**src/sv/kbpc_pkg.sv**
```systemverilog
package kbpc_pkg;

  localparam int KBPC_MAX_KEY_BYTES = 32;

  localparam int KEY_LEN_W = 6;
  localparam int REG_IDX_W = 3;
  localparam int REG_DATA_W = 64;

  localparam logic [REG_IDX_W-1:0] REG_CIPHER_MODE = 3'd0;
  localparam logic [REG_IDX_W-1:0] REG_KEY_LENGTH = 3'd1;
  localparam logic [REG_IDX_W-1:0] REG_KEY_BYTES_LOW = 3'd2;
  localparam logic [REG_IDX_W-1:0] REG_KEY_BYTES_HIGH = 3'd5;

  localparam logic MODE_ENCRYPT = 1'b0;
  localparam logic MODE_DECRYPT = 1'b1;

  localparam logic [14:0] MIX_MULT = 15'd21143;
  localparam logic [30:0] PERM_COUNT = 31'd40320;

  // 8! = 315 << 7, the odd part is reduced by reciprocal multiplication
  localparam logic [8:0]  PERM_ODD = 9'd315;
  localparam logic [24:0] PERM_RECIP = 25'd27269633;
  localparam int          RECIP_SHIFT = 33;

  localparam logic [12:0] FACT_TAB [8] = '{
    13'd1, 13'd1, 13'd2, 13'd6, 13'd24, 13'd120, 13'd720, 13'd5040
  };

  typedef logic [2:0] bit_idx_t;
  typedef bit_idx_t [7:0] perm_t;

  typedef struct packed {
    logic  done;
    perm_t src;
  } perm_rsp_t;

  typedef enum logic [1:0] {
    ST_IDLE,
    ST_READ,
    ST_GEN,
    ST_APPLY
  } kbpc_state_t;

  typedef enum logic [2:0] {
    PG_IDLE,
    PG_MUL,
    PG_QUOT,
    PG_SUB,
    PG_MOD,
    PG_DEC,
    PG_DONE
  } pg_state_t;

  function automatic logic [15:0] fact_mult(input logic [2:0] fi, input logic [2:0] m);
    logic [15:0] f;
    f = 16'(FACT_TAB[fi]);
    return 16'(f * 16'(m));
  endfunction

endpackage

```
**src/sv/kbpc_key_mem.sv**
```systemverilog
module kbpc_key_mem import kbpc_pkg::*; #(
  parameter int MAX_KEY_BYTES = KBPC_MAX_KEY_BYTES,
  localparam int ROWS = (MAX_KEY_BYTES + 7) / 8,
  localparam int ROW_W = (ROWS > 1) ? $clog2(ROWS) : 1
) (
  input  logic                  clk,
  input  logic                  rst,
  input  logic                  wr_en,
  input  logic [ROW_W-1:0]      wr_row,
  input  logic [REG_DATA_W-1:0] wr_data,
  input  logic [ROW_W-1:0]      rd_row_a,
  input  logic [ROW_W-1:0]      rd_row_b,
  output logic [REG_DATA_W-1:0] rd_data_a,
  output logic [REG_DATA_W-1:0] rd_data_b
);

  logic [REG_DATA_W-1:0] mem [ROWS];
  logic [ROWS-1:0]       row_valid;
  logic [REG_DATA_W-1:0] q_a;
  logic [REG_DATA_W-1:0] q_b;
  logic                  q_valid_a;
  logic                  q_valid_b;

  always_ff @(posedge clk) begin
    if (wr_en) begin
      mem[wr_row] <= wr_data;
    end
    q_a <= mem[rd_row_a];
    q_b <= mem[rd_row_b];
  end

  // rows never written read as zero
  always_ff @(posedge clk) begin
    if (rst) begin
      row_valid <= '0;
      q_valid_a <= 1'b0;
      q_valid_b <= 1'b0;
    end else begin
      if (wr_en) begin
        row_valid[wr_row] <= 1'b1;
      end
      q_valid_a <= row_valid[rd_row_a];
      q_valid_b <= row_valid[rd_row_b];
    end
  end

  assign rd_data_a = q_valid_a ? q_a : '0;
  assign rd_data_b = q_valid_b ? q_b : '0;

endmodule

```
**src/sv/kbpc_perm_gen.sv**
```systemverilog
module kbpc_perm_gen import kbpc_pkg::*; (
  input  logic      clk,
  input  logic      rst,
  input  logic      start,
  input  logic [7:0] k_byte,
  input  logic [7:0] n_byte,
  output perm_rsp_t rsp
);

  pg_state_t state;
  pg_state_t state_next;

  logic [7:0]  mix_a;
  logic [22:0] mix_t;
  logic [30:0] rem;
  logic [15:0] q_est;
  logic [9:0]  r_raw;
  logic [2:0]  dec_step;
  perm_t       left;
  perm_t       src;

  logic [7:0]  a0;
  logic [22:0] t0;
  logic [48:0] quot_prod;
  logic [24:0] back_prod;
  logic [24:0] r_diff;
  logic [8:0]  r_fold;
  logic [15:0] dec_val;
  logic [2:0]  fidx;
  logic [2:0]  digit;
  logic [2:0]  digit_cnt;
  perm_t       left_next;

  always_comb begin
    a0 = k_byte ^ {n_byte[3:0], n_byte[7:4]};
    t0 = 23'(23'(k_byte ^ a0 ^ n_byte) * 23'(MIX_MULT));
  end

  // quotient estimate is exact or one low, one correction step follows
  always_comb begin
    quot_prod = 49'(rem[30:7]) * 49'(PERM_RECIP);
    back_prod = 25'(q_est) * 25'(PERM_ODD);
    r_diff = 25'(rem[30:7]) - back_prod;
    r_fold = (r_raw >= 10'(PERM_ODD)) ? 9'(r_raw - 10'(PERM_ODD)) : r_raw[8:0];
  end

  // one factorial digit per step
  always_comb begin
    dec_val = rem[15:0];
    fidx = ~dec_step;
    digit_cnt = '0;
    for (int m = 1; m < 8; m++) begin
      if (dec_val >= fact_mult(fidx, 3'(m))) begin
        digit_cnt = digit_cnt + 3'd1;
      end
    end
    digit = (digit_cnt > fidx) ? fidx : digit_cnt;
    left_next = left;
    for (int j = 0; j < 7; j++) begin
      if (3'(j) >= digit) begin
        left_next[j] = left[j+1];
      end
    end
  end

  always_comb begin
    state_next = state;
    unique case (state)
      PG_IDLE: begin
        if (start) begin
          state_next = PG_MUL;
        end
      end
      PG_MUL: state_next = PG_QUOT;
      PG_QUOT: state_next = PG_SUB;
      PG_SUB: state_next = PG_MOD;
      PG_MOD: state_next = PG_DEC;
      PG_DEC: begin
        if (dec_step == 3'd7) begin
          state_next = PG_DONE;
        end
      end
      PG_DONE: state_next = PG_IDLE;
      default: state_next = PG_IDLE;
    endcase
  end

  always_comb begin
    rsp.done = (state == PG_DONE);
    rsp.src = src;
  end

  always_ff @(posedge clk) begin
    if (rst) begin
      state <= PG_IDLE;
    end else begin
      state <= state_next;
    end
  end

  always_ff @(posedge clk) begin
    unique case (state)
      PG_IDLE: begin
        mix_a <= a0;
        mix_t <= t0;
      end
      PG_MUL: begin
        rem <= 31'(31'(mix_a) * 31'(mix_t));
      end
      PG_QUOT: begin
        q_est <= quot_prod[RECIP_SHIFT +: 16];
      end
      PG_SUB: begin
        r_raw <= r_diff[9:0];
      end
      PG_MOD: begin
        rem <= 31'({r_fold, rem[6:0]});
        dec_step <= '0;
        for (int i = 0; i < 8; i++) begin
          left[i] <= 3'(i);
        end
      end
      PG_DEC: begin
        src[dec_step] <= left[digit];
        left <= left_next;
        rem <= 31'(dec_val - fact_mult(fidx, digit));
        dec_step <= dec_step + 3'd1;
      end
      PG_DONE: begin
      end
      default: begin
      end
    endcase
  end

endmodule

```
**src/sv/keyed_bit_permutation_cipher_unit.sv**
```systemverilog
// Keyed bit permutation cipher. Each data beat returns one result beat holding the
// data byte with its eight bits permuted; the permutation comes from the key bytes
// at the current key position and the next one, and the position then advances and
// wraps at the key length. The key bytes sit in a row memory read on two ports; the
// permutation index is reduced modulo 8! by a reciprocal multiply, a back-multiply
// and subtract, and one correction step, then decoded one factorial digit per cycle,
// and the next byte is taken only after the result register loads, so a single byte
// is in flight at a time. While an earlier result waits on a stalled receiver, the new
// result holds in its last step and the data input stays stalled. Restart on a data
// beat returns the position to zero, as does any write to a defined register.
// Configuration is to be written only while the block is idle; the block itself
// does not enforce this.
module keyed_bit_permutation_cipher_unit import kbpc_pkg::*; #(
  parameter int MAX_KEY_BYTES = KBPC_MAX_KEY_BYTES
) (
  input  logic                  clk,
  input  logic                  rst,
  input  logic                  write_enable,
  input  logic [REG_IDX_W-1:0]  register_index,
  input  logic [REG_DATA_W-1:0] write_data,
  input  logic                  data_valid,
  output logic                  data_stall,
  input  logic [7:0]            data_byte,
  input  logic                  restart,
  output logic                  result_valid,
  input  logic                  result_stall,
  output logic [7:0]            result_byte
);

  localparam int ROWS = (MAX_KEY_BYTES + 7) / 8;
  localparam int ROW_W = (ROWS > 1) ? $clog2(ROWS) : 1;
  localparam int POS_W = (MAX_KEY_BYTES > 1) ? $clog2(MAX_KEY_BYTES) : 1;

  kbpc_state_t state;
  kbpc_state_t state_next;

  logic                 cipher_mode;
  logic [KEY_LEN_W-1:0] key_length;
  logic [POS_W-1:0]     key_position;
  logic [7:0]           data_r;
  logic [2:0]           k_off;
  logic [2:0]           n_off;

  logic                 accept;
  logic                 load_result;
  logic                 perm_start;
  logic [KEY_LEN_W-1:0] len_eff;
  logic [KEY_LEN_W-1:0] pos6;
  logic [KEY_LEN_W-1:0] nxt6;
  logic [2:0]           key_row;
  logic                 key_we;
  logic [REG_DATA_W-1:0] rd_data_a;
  logic [REG_DATA_W-1:0] rd_data_b;
  logic [7:0]           k_byte;
  logic [7:0]           n_byte;
  perm_rsp_t            perm_rsp;
  logic [7:0]           permuted;
  logic [7:0]           src_cover;

  assign accept = data_valid && !data_stall;

  always_comb begin
    len_eff = key_length;
    if (key_length == '0) begin
      len_eff = KEY_LEN_W'(1);
    end else if (key_length > KEY_LEN_W'(MAX_KEY_BYTES)) begin
      len_eff = KEY_LEN_W'(MAX_KEY_BYTES);
    end
    pos6 = restart ? '0 : KEY_LEN_W'(key_position);
    if (pos6 >= len_eff) begin
      pos6 = '0;
    end
    nxt6 = pos6 + KEY_LEN_W'(1);
    if (nxt6 >= len_eff) begin
      nxt6 = '0;
    end
  end

  always_comb begin
    key_row = register_index - REG_KEY_BYTES_LOW;
    key_we = write_enable && (register_index >= REG_KEY_BYTES_LOW) &&
             (register_index <= REG_KEY_BYTES_HIGH) && (key_row < 3'(ROWS));
  end

  kbpc_key_mem #(
    .MAX_KEY_BYTES(MAX_KEY_BYTES)
  ) u_key_mem (
    .clk      (clk),
    .rst      (rst),
    .wr_en    (key_we),
    .wr_row   (ROW_W'(key_row)),
    .wr_data  (write_data),
    .rd_row_a (pos6[ROW_W+2:3]),
    .rd_row_b (nxt6[ROW_W+2:3]),
    .rd_data_a(rd_data_a),
    .rd_data_b(rd_data_b)
  );

  assign k_byte = rd_data_a[{k_off, 3'b000} +: 8];
  assign n_byte = rd_data_b[{n_off, 3'b000} +: 8];

  kbpc_perm_gen u_perm_gen (
    .clk   (clk),
    .rst   (rst),
    .start (perm_start),
    .k_byte(k_byte),
    .n_byte(n_byte),
    .rsp   (perm_rsp)
  );

  always_comb begin
    permuted = '0;
    src_cover = '0;
    for (int i = 0; i < 8; i++) begin
      src_cover[perm_rsp.src[i]] = 1'b1;
      if (cipher_mode == MODE_ENCRYPT) begin
        permuted[i] = data_r[perm_rsp.src[i]];
      end else if (data_r[i]) begin
        permuted[perm_rsp.src[i]] = 1'b1;
      end
    end
  end

  always_comb begin
    state_next = state;
    unique case (state)
      ST_IDLE: begin
        if (accept) begin
          state_next = ST_READ;
        end
      end
      ST_READ: state_next = ST_GEN;
      ST_GEN: begin
        if (perm_rsp.done) begin
          state_next = ST_APPLY;
        end
      end
      ST_APPLY: begin
        if (!result_valid || !result_stall) begin
          state_next = ST_IDLE;
        end
      end
      default: state_next = ST_IDLE;
    endcase
  end

  always_comb begin
    data_stall = (state != ST_IDLE);
    perm_start = (state == ST_READ);
    load_result = (state == ST_APPLY) && (!result_valid || !result_stall);
  end

  always_ff @(posedge clk) begin
    if (rst) begin
      state <= ST_IDLE;
      cipher_mode <= MODE_ENCRYPT;
      key_length <= KEY_LEN_W'(1);
      key_position <= '0;
      result_valid <= 1'b0;
    end else begin
      state <= state_next;
      if (write_enable && (register_index <= REG_KEY_BYTES_HIGH)) begin
        key_position <= '0;
      end else if (accept) begin
        key_position <= POS_W'(nxt6);
      end
      if (write_enable) begin
        unique case (register_index)
          REG_CIPHER_MODE: cipher_mode <= write_data[0];
          REG_KEY_LENGTH: key_length <= write_data[KEY_LEN_W-1:0];
          default: begin
          end
        endcase
      end
      if (load_result) begin
        result_valid <= 1'b1;
      end else if (!result_stall) begin
        result_valid <= 1'b0;
      end
    end
  end

  always_ff @(posedge clk) begin
    if (accept) begin
      data_r <= data_byte;
      k_off <= pos6[2:0];
      n_off <= nxt6[2:0];
    end
    if (load_result) begin
      result_byte <= permuted;
    end
  end

  a_result_from_apply: assert property (@(posedge clk) disable iff (rst)
    $rose(result_valid) |-> $past(state) == ST_APPLY)
    else $error("result beat without a finished permutation");

  a_position_in_range: assert property (@(posedge clk) disable iff (rst)
    (state == ST_READ) |-> KEY_LEN_W'(key_position) < len_eff)
    else $error("key position beyond key length");

  a_done_while_gen: assert property (@(posedge clk) disable iff (rst)
    perm_rsp.done |-> state == ST_GEN)
    else $error("permutation done outside generation");

  a_perm_complete: assert property (@(posedge clk) disable iff (rst)
    perm_rsp.done |-> src_cover == 8'hff)
    else $error("decoded ordering is not a permutation");

endmodule

```
**config.mk**
```make
export PLATFORM = sky130hd
export DESIGN_NAME = keyed_bit_permutation_cipher_unit
export DESIGN_NICKNAME = d
export VERILOG_FILES = /design/src/sv/kbpc_pkg.sv /design/src/sv/kbpc_key_mem.sv /design/src/sv/kbpc_perm_gen.sv /design/src/sv/keyed_bit_permutation_cipher_unit.sv
export SDC_FILE = /design/constraint.sdc
export NUM_CORES = 2
export LEC_CHECK = 0
export ABC_AREA = 1
export BUFFER_PORTS_ARGS = -buffer_cell sky130_fd_sc_hd__buf_4
export CORE_MARGIN = 2
export CORE_UTILIZATION = 25
export CTS_CLUSTER_DIAMETER = 50
export DETAILED_ROUTE_END_ITERATION = 16
export PLACE_DENSITY = 0.41
export SETUP_SLACK_MARGIN = 0.1
export SLEW_MARGIN = 5
export SYNTH_ARGS = -nofsm -noshare
export SYNTH_HDL_FRONTEND = slang
export SYNTH_HIERARCHICAL = 1
export SYNTH_SLANG_ARGS = --single-unit
```
**constraint.sdc**
```tcl
create_clock -name clk -period 15.9 [get_ports clk]
set_clock_uncertainty 0.1 [all_clocks]
set_input_delay 2.385 -clock clk [delete_from_list [all_inputs] [get_ports clk]]
set_output_delay 2.385 -clock clk [all_outputs]
set_load 0.01 [all_outputs]
```
=== Word-level counts from Yosys, hierarchy flattened ===
Memories as Yosys holds them, arrays and structs flattened. A register that Yosys moved wholly into a read port is not among the register bits.
Cells that the tools add are included.

* Register bits after elaboration: 185
* RAM bits: 256
* Bits in read-only memories: 104
* Bits of input ports: 81
* Output and inout bits: 10
* Word-level logic and storage cells: 300
* Memories: 2

* Add/subtract/negate cells: 12
* $mul: 9
* Magnitude comparators: 46
* Equal/unequal tests: 24
* Shift-type cells: 2
* Multiplexer cells: 112
* Bitwise operators: 15
* Reductions and logical operators: 42

{| class="wikitable"
|+ Memories
! name !! words !! width !! read ports !! clocked after memory_dff !! wr ports !! RTL line !! source
|-
| u_key_mem.mem || 4 || 64 || 2 || 2 || 1 || kbpc_key_mem.sv:17 || <nowiki>logic [REG_DATA_W-1:0] mem [ROWS];</nowiki>
|-
| (name not given) || 8 || 13 || 1 || 0 || 0 || kbpc_pkg.sv:56 || <nowiki>f = 16'(FACT_TAB[fi]);</nowiki>
|}

{| class="wikitable"
|+ Operators by type and width
! kind !! number
|-
| $mux W64 || 2
|-
| $shiftx A64 B7 Y8 || 2
|-
| $pmux W31 S3 || 1
|-
| $mux W8 || 8
|-
| $mux W3 || 20
|-
| $or A8 B8 Y8 || 7
|-
| $mul A24 B25 Y49 const B || 1
|-
| $ge A16 B16 Y1 || 3
|-
| $pmux W24 S2 || 1
|-
| $lt A3 B4 Y1 const B || 10
|-
| $mux W1 || 34
|-
| $ge A16 B15 Y1 || 2
|-
| $mul A13 B3 Y16 const B || 2
|-
| $mul A8 B23 Y31 || 1
|-
| $mul A13 B2 Y15 const B || 2
|-
| $ge A3 B1 Y1 const B || 9
|-
| $mux W13 || 2
|-
| $mux W5 || 5
|-
| $bmux W1 S3 || 8
|-
| $bwmux W24 || 1
|-
| $demux W1 S3 || 8
|-
| $mux W6 || 4
|-
| $reduce_and A2 Y1 || 12
|-
| $mul A23 B15 Y23 const B || 1
|-
| other kinds (59) || 116
|}

=== Depth between registers and ports, before layout ===
* Depth in word-level cells: 27
* Mapped depth: 77
* Gate-level depth less buffers: 75

=== Modules after synthesis ===
Netlist, hierarchy kept.

{| class="wikitable"
|+ By module, submodules not included
! module !! instances !! cells an instance !! area an instance (sq um) !! seq. area each (sq um)
|-
| kbpc_perm_gen || 1 || 2,744 || 24,043.1 || 3,843.7
|-
| kbpc_key_mem || 1 || 1,548 || 15,911.5 || 10,369.9
|-
| keyed_bit_permutation_cipher_unit || 1 || 681 || 4,142.7 || 960.9
|}

=== Least setup slack after synthesis ===
No wires, ideal clock.

* Path type: reg2reg
* Start point: reg u_perm_gen.dec_step[2]
* End point: reg u_perm_gen.rem[18], data pin
* Library setup time: 0.169 ns
* Arrival time: 10.090 ns
* Data required time: 15.631 ns
* Path slack: 5.541 ns
* Cell stages (with the launch flop): 73
* Buffers on the path: 3
* Period minus slack after synthesis: 10.359 ns
* Path through: edfxtp_1 buf_6 inv_8 ha_1 bufinv_8 ha_1 nor2_2 inv_1 o211ai_1 xor2_1 inv_1 ha_1 a21oi_1 nand3_1 nand2_1 nand2_1 nand2_2 nand3_1 [... 37 more ...] nand2_1 nand2_1 a21oi_1 nor2_1 nor2_1 o21bai_1 nand2_1 nand2_1 a21oi_1 inv_1 nand2_1 nand2_1 a21oi_1 nor2_1 o21ai_1 nand2_1 clkbuf_1 o31ai_1

* Cells in the longest elaborated chain, start to end: 24
* Elaborated cells between the ends (all ways): 34
* Classes of those cells: add/sub (7); mul (5); order compare (8); mux (11); bitwise (2); memory (1)

{| class="wikitable"
|+ Ends and longest elaborated chain
! item !! RTL line !! source
|-
| from (decl) || kbpc_perm_gen.sv:18 || <nowiki>logic [2:0] dec_step;</nowiki>
|-
| from (signal assigned) || kbpc_perm_gen.sv:127 || <nowiki>dec_step <= dec_step + 3'd1;</nowiki>
|-
| $not A3 Y3 * || kbpc_perm_gen.sv:50 || <nowiki>fidx = ~dec_step;</nowiki>
|-
| parallel branches: the longest is 20 deep, another holds $ge A16 B15 Y1 || - ||
|-
| $mul A13 B3 Y16 * || kbpc_pkg.sv:57 || <nowiki>return 16'(f * 16'(m));</nowiki>
|-
| $sub A16 B16 Y17 * || kbpc_perm_gen.sv:126 || <nowiki>rem <= 31'(dec_val - fact_mult(fidx, digit));</nowiki>
|-
| $pmux W31 S3 * || kbpc_perm_gen.sv:102 || <nowiki>unique case (state)</nowiki>
|-
| to (signal assigned) || kbpc_perm_gen.sv:108 || <nowiki>rem <= 31'(31'(mix_a) * 31'(mix_t));</nowiki>
|-
| to (signal assigned) || kbpc_perm_gen.sv:117 || <nowiki>rem <= 31'({r_fold, rem[6:0]});</nowiki>
|-
| to (signal assigned) || kbpc_perm_gen.sv:126 ||
|-
| to (decl) || kbpc_perm_gen.sv:15 || <nowiki>logic [30:0] rem;</nowiki>
|}

Mark *: on every way between the ends. The select of a mux whose other input is x is not followed.
A chain may end at the register's enable or synchronous reset.

=== Worst setup path after layout ===
* Start point: reg u_perm_gen.dec_step[1]
* End point: reg u_perm_gen.rem[25], data pin

The elaborated chain is that of the path after synthesis.

==> results.yml <==
floorplan:
  die-area_um2: 180000
  io_pins: 91
  core-area_um2: 176000
  start_util: 0.251
  die_w_um: 424
  die_y_um: 424
  num_rows: 154
setup_path:
  timing.rr.end: "u_perm_gen/rem[25]$_DFFE_PP_"
  regToRegSetupSlack_ns: 3.77
  ff2ff_path_depth: 68
  cp.arrival_ns: 12.51
  slowest_stage: "edfxtp_1"
  endpoint_kind: "register"
  cp-startpoint: "u_perm_gen/dec_step[1]$_SDFFCE_PN0N_"
  cp_num_buf_inv: 14
  cp_max_fo: 15
  crit_top_cell: "nand2_1"
  timing.rr.start: "u_perm_gen/dec_step[1]$_SDFFCE_PN0N_"
  path_class: "register to register"
  crit_path_max_incr_delay_ns: 0.53
  cp.required_ns: 16.28
  cp-start-kind: "register"
  cp_top_family: "adder cells"
synth:
  yosys_warnings: 6
  avgSynthCellArea_um2: 8.87
  yosys.area.top_type: "edfxtp_1"
  synth-seq-area-share: 0.344
  synth_top_cell_area_share: 0.275
  synth_edf_count: 404
  synth.distinct_cells: 73
  ys_top_cells_by_count: "inv_1 (992), nand2_1 (943), ha_1 (516), edfxtp_1 (404), a21oi_1 (298)"
  synthCells: 4973
  ys_ff_latch: 556
  synthFlopType: "edfxtp_1"
  synth.most_common_cell: "inv_1"
  synth_area_leaders: "edfxtp_1 (28%), ha_1 (15%), fa_1 (12%), inv_1 (8.4%), nand2_1 (8.0%)"
  synth-async-reset-ratio: 0
  synth_area_um2: 44100
sta:
  max_freq_mhz: 82.5
  hold_viol_final: 0
  worstMarginPinSlew_ns: 1.14
  setup_tns_ns: 0
  post-route-min-period_ns: 12.13
  final_max_slew_viol_count: 0
  post-route-period-util: 0.763
  relSlewSlack: 0.241
  rsz0062_at_grt: "false"
  report.final.setup_viol: 0
place:
  gp_congestion: 0.849
  portBuffers: 90
  hpwl_mm: 92.3
clock_network:
  postCtsSetupRepairBufs: 0
  cts-root-buf: "clkbuf_16"
  cts_tree: "built"
  cts.reportedPaths.clkPinSlew_ns: 0.05
  clock_path_buffers: 3
  cts.htree.levels: 3
  cts_resized: 0
  cts.sink_count: 556
  numCtsBuffers: 86
  cts_hold_buf: 0
  clk_latency_ns: 0.73
drt:
  drc: 0
  vias: 32200
  antenna_left: 0
  viasPerCell: 4.33
  dr.pass1.iters: 5
  wl_per_cell_um: 16.6
  wl_mm: 123
  drt_iter0_drc: 1647
cells_and_area:
  final_layout_size_suffix_gt1_frac: 0.0829
  nNetsFinal: 5880
  area_growth_pct: 13.7
min_path:
  holdCritPathClass: "register to register"
  holdPathEnd: "u_key_mem/q_a[25]$_DFF_P_"
  min_from: "u_key_mem/mem[3][25]$_DFFE_PP_"
  hold_depth: 2
global_routing:
  grt_pass1_vias: 33100
  grt_pass1_wl_mm: 193
  overflow: 0
  grt_usage: 0.137
  grt_max_degree: 111
  antenna_found_initial: 7
outcome:
  outcome: "finished clean"
job:
  maxCapViolCount: 0
[cells by family after synthesis]
logic type	Yosys count	share of synthesized area
AND/OR/NAND/NOR	1427	0.134
buffers and inverters	1186	0.107
AO/OA/AOI/OAI	897	0.122
adder cells (fa/ha/maj)	781	0.267
flip-flops	556	0.344
XOR/XNOR	123	0.0249
other	2	0.000170
multiplexers	1	0.000227
[sequential cells by signal (all words and copies together) (netlist names)]
register             cells
cipher_mode              1
data_r                   8
k_off                    3
key_length               6
key_position             5
n_off                    3
result_byte              8
result_valid             1
state                    2
u_key_mem/mem          256
u_key_mem/q_a           64
u_key_mem/q_b           64
u_key_mem/q_valid_a      1
u_key_mem/q_valid_b      1
u_key_mem/row_valid      4
u_perm_gen/dec_step      3
u_perm_gen/left         17
u_perm_gen/mix_a         8
u_perm_gen/mix_t        23
u_perm_gen/q_est        10
u_perm_gen/r_raw        10
u_perm_gen/rem          31
u_perm_gen/rsp          24
u_perm_gen/state         3
[worst min-delay path, stage by stage, from the launching register on]
cell	delay, ns
edfxtp_1	0.33
o21ai_0	0.08
nand2_1	0.05
[worst max-delay path by stage]
| stage | to | depth (start not counted) |
|---|---|---|
| floorplan | u_perm_gen/rem[18]$_DFFE_PP_ | 72 |
| global placement | u_perm_gen/rem[18]$_DFFE_PP_ | 68 |
| detailed placement | u_perm_gen/rem[25]$_DFFE_PP_ | 68 |
| CTS | u_perm_gen/rem[25]$_DFFE_PP_ | 68 |
| global route | u_perm_gen/rem[25]$_DFFE_PP_ | 68 |
| finish | u_perm_gen/rem[25]$_DFFE_PP_ | 68 |
[cell usage in the layout, fill, tap and decap left out, drive strengths merged, types with 3 or more instances in the layout]
master | synthesis | layout
a211oi | 12 | 12
a21boi | 5 | 5
a21o | 7 | 7
a21oi | 303 | 303
a221oi | 4 | 4
a31oi | 27 | 27
buf | 88 | 124
bufinv | 1 | 7
clkbuf | 80 | 112
clkinv | 3 | 34
clkinvlp | 0 | 7
conb | 2 | 3
dfxtp | 152 | 152
edfxtp | 404 | 404
fa | 265 | 265
ha | 516 | 516
inv | 1014 | 1019
nand2 | 972 | 972
nand3 | 82 | 82
nand4 | 24 | 24
nor2 | 297 | 297
nor3 | 25 | 25
nor4 | 10 | 10
o2111ai | 4 | 4
o211ai | 147 | 147
o21a | 8 | 8
o21ai | 317 | 317
o21bai | 10 | 10
o221ai | 9 | 9
o22ai | 30 | 30
o31ai | 7 | 7
or2 | 12 | 12
xnor2 | 49 | 49
xor2 | 74 | 74
[final cells by class]
class,count,area (um^2)
Antenna cell,1,2.50
Clock buffer,112,2350
Clock inverter,49,631
Fill cell,18800,126000
Inverter,1018,3880
Multi-Input combinational cell,3232,24200
Sequential cell,556,15200
Tap cell,2340,2930
Timing Repair Buffer,124,931
[through the flow]
step	setup slack [ns]	hold WS (ns)	area (um^2)	instances	utilization
global route	2.56	0.364	50100	7432	0.285
floorplan	5.54	0.338	44100	4974	-
detailed placement	3.86	0.368	47100	7270	0.268
CTS	3.80	0.334	50100	7431	0.285
global placement	4.07	0.370	47100	7270	0.268
finish	3.77	0.339	50100	7432	0.285
[layer usage]
layer | wire [um] | vias up | track usage
li1 | - | 16200 | -
met2 | 61700 | 464 | 0.246
met4 | 2640 | 6 | 0.0340
met3 | 3660 | 142 | 0.0172
met5 | 49 | - | 0
met1 | 55300 | 15300 | 0.173
Power is left out: the tool's default activity adds up to more than one toggle a clock period on the data nets, which glitch-free logic cannot reach.
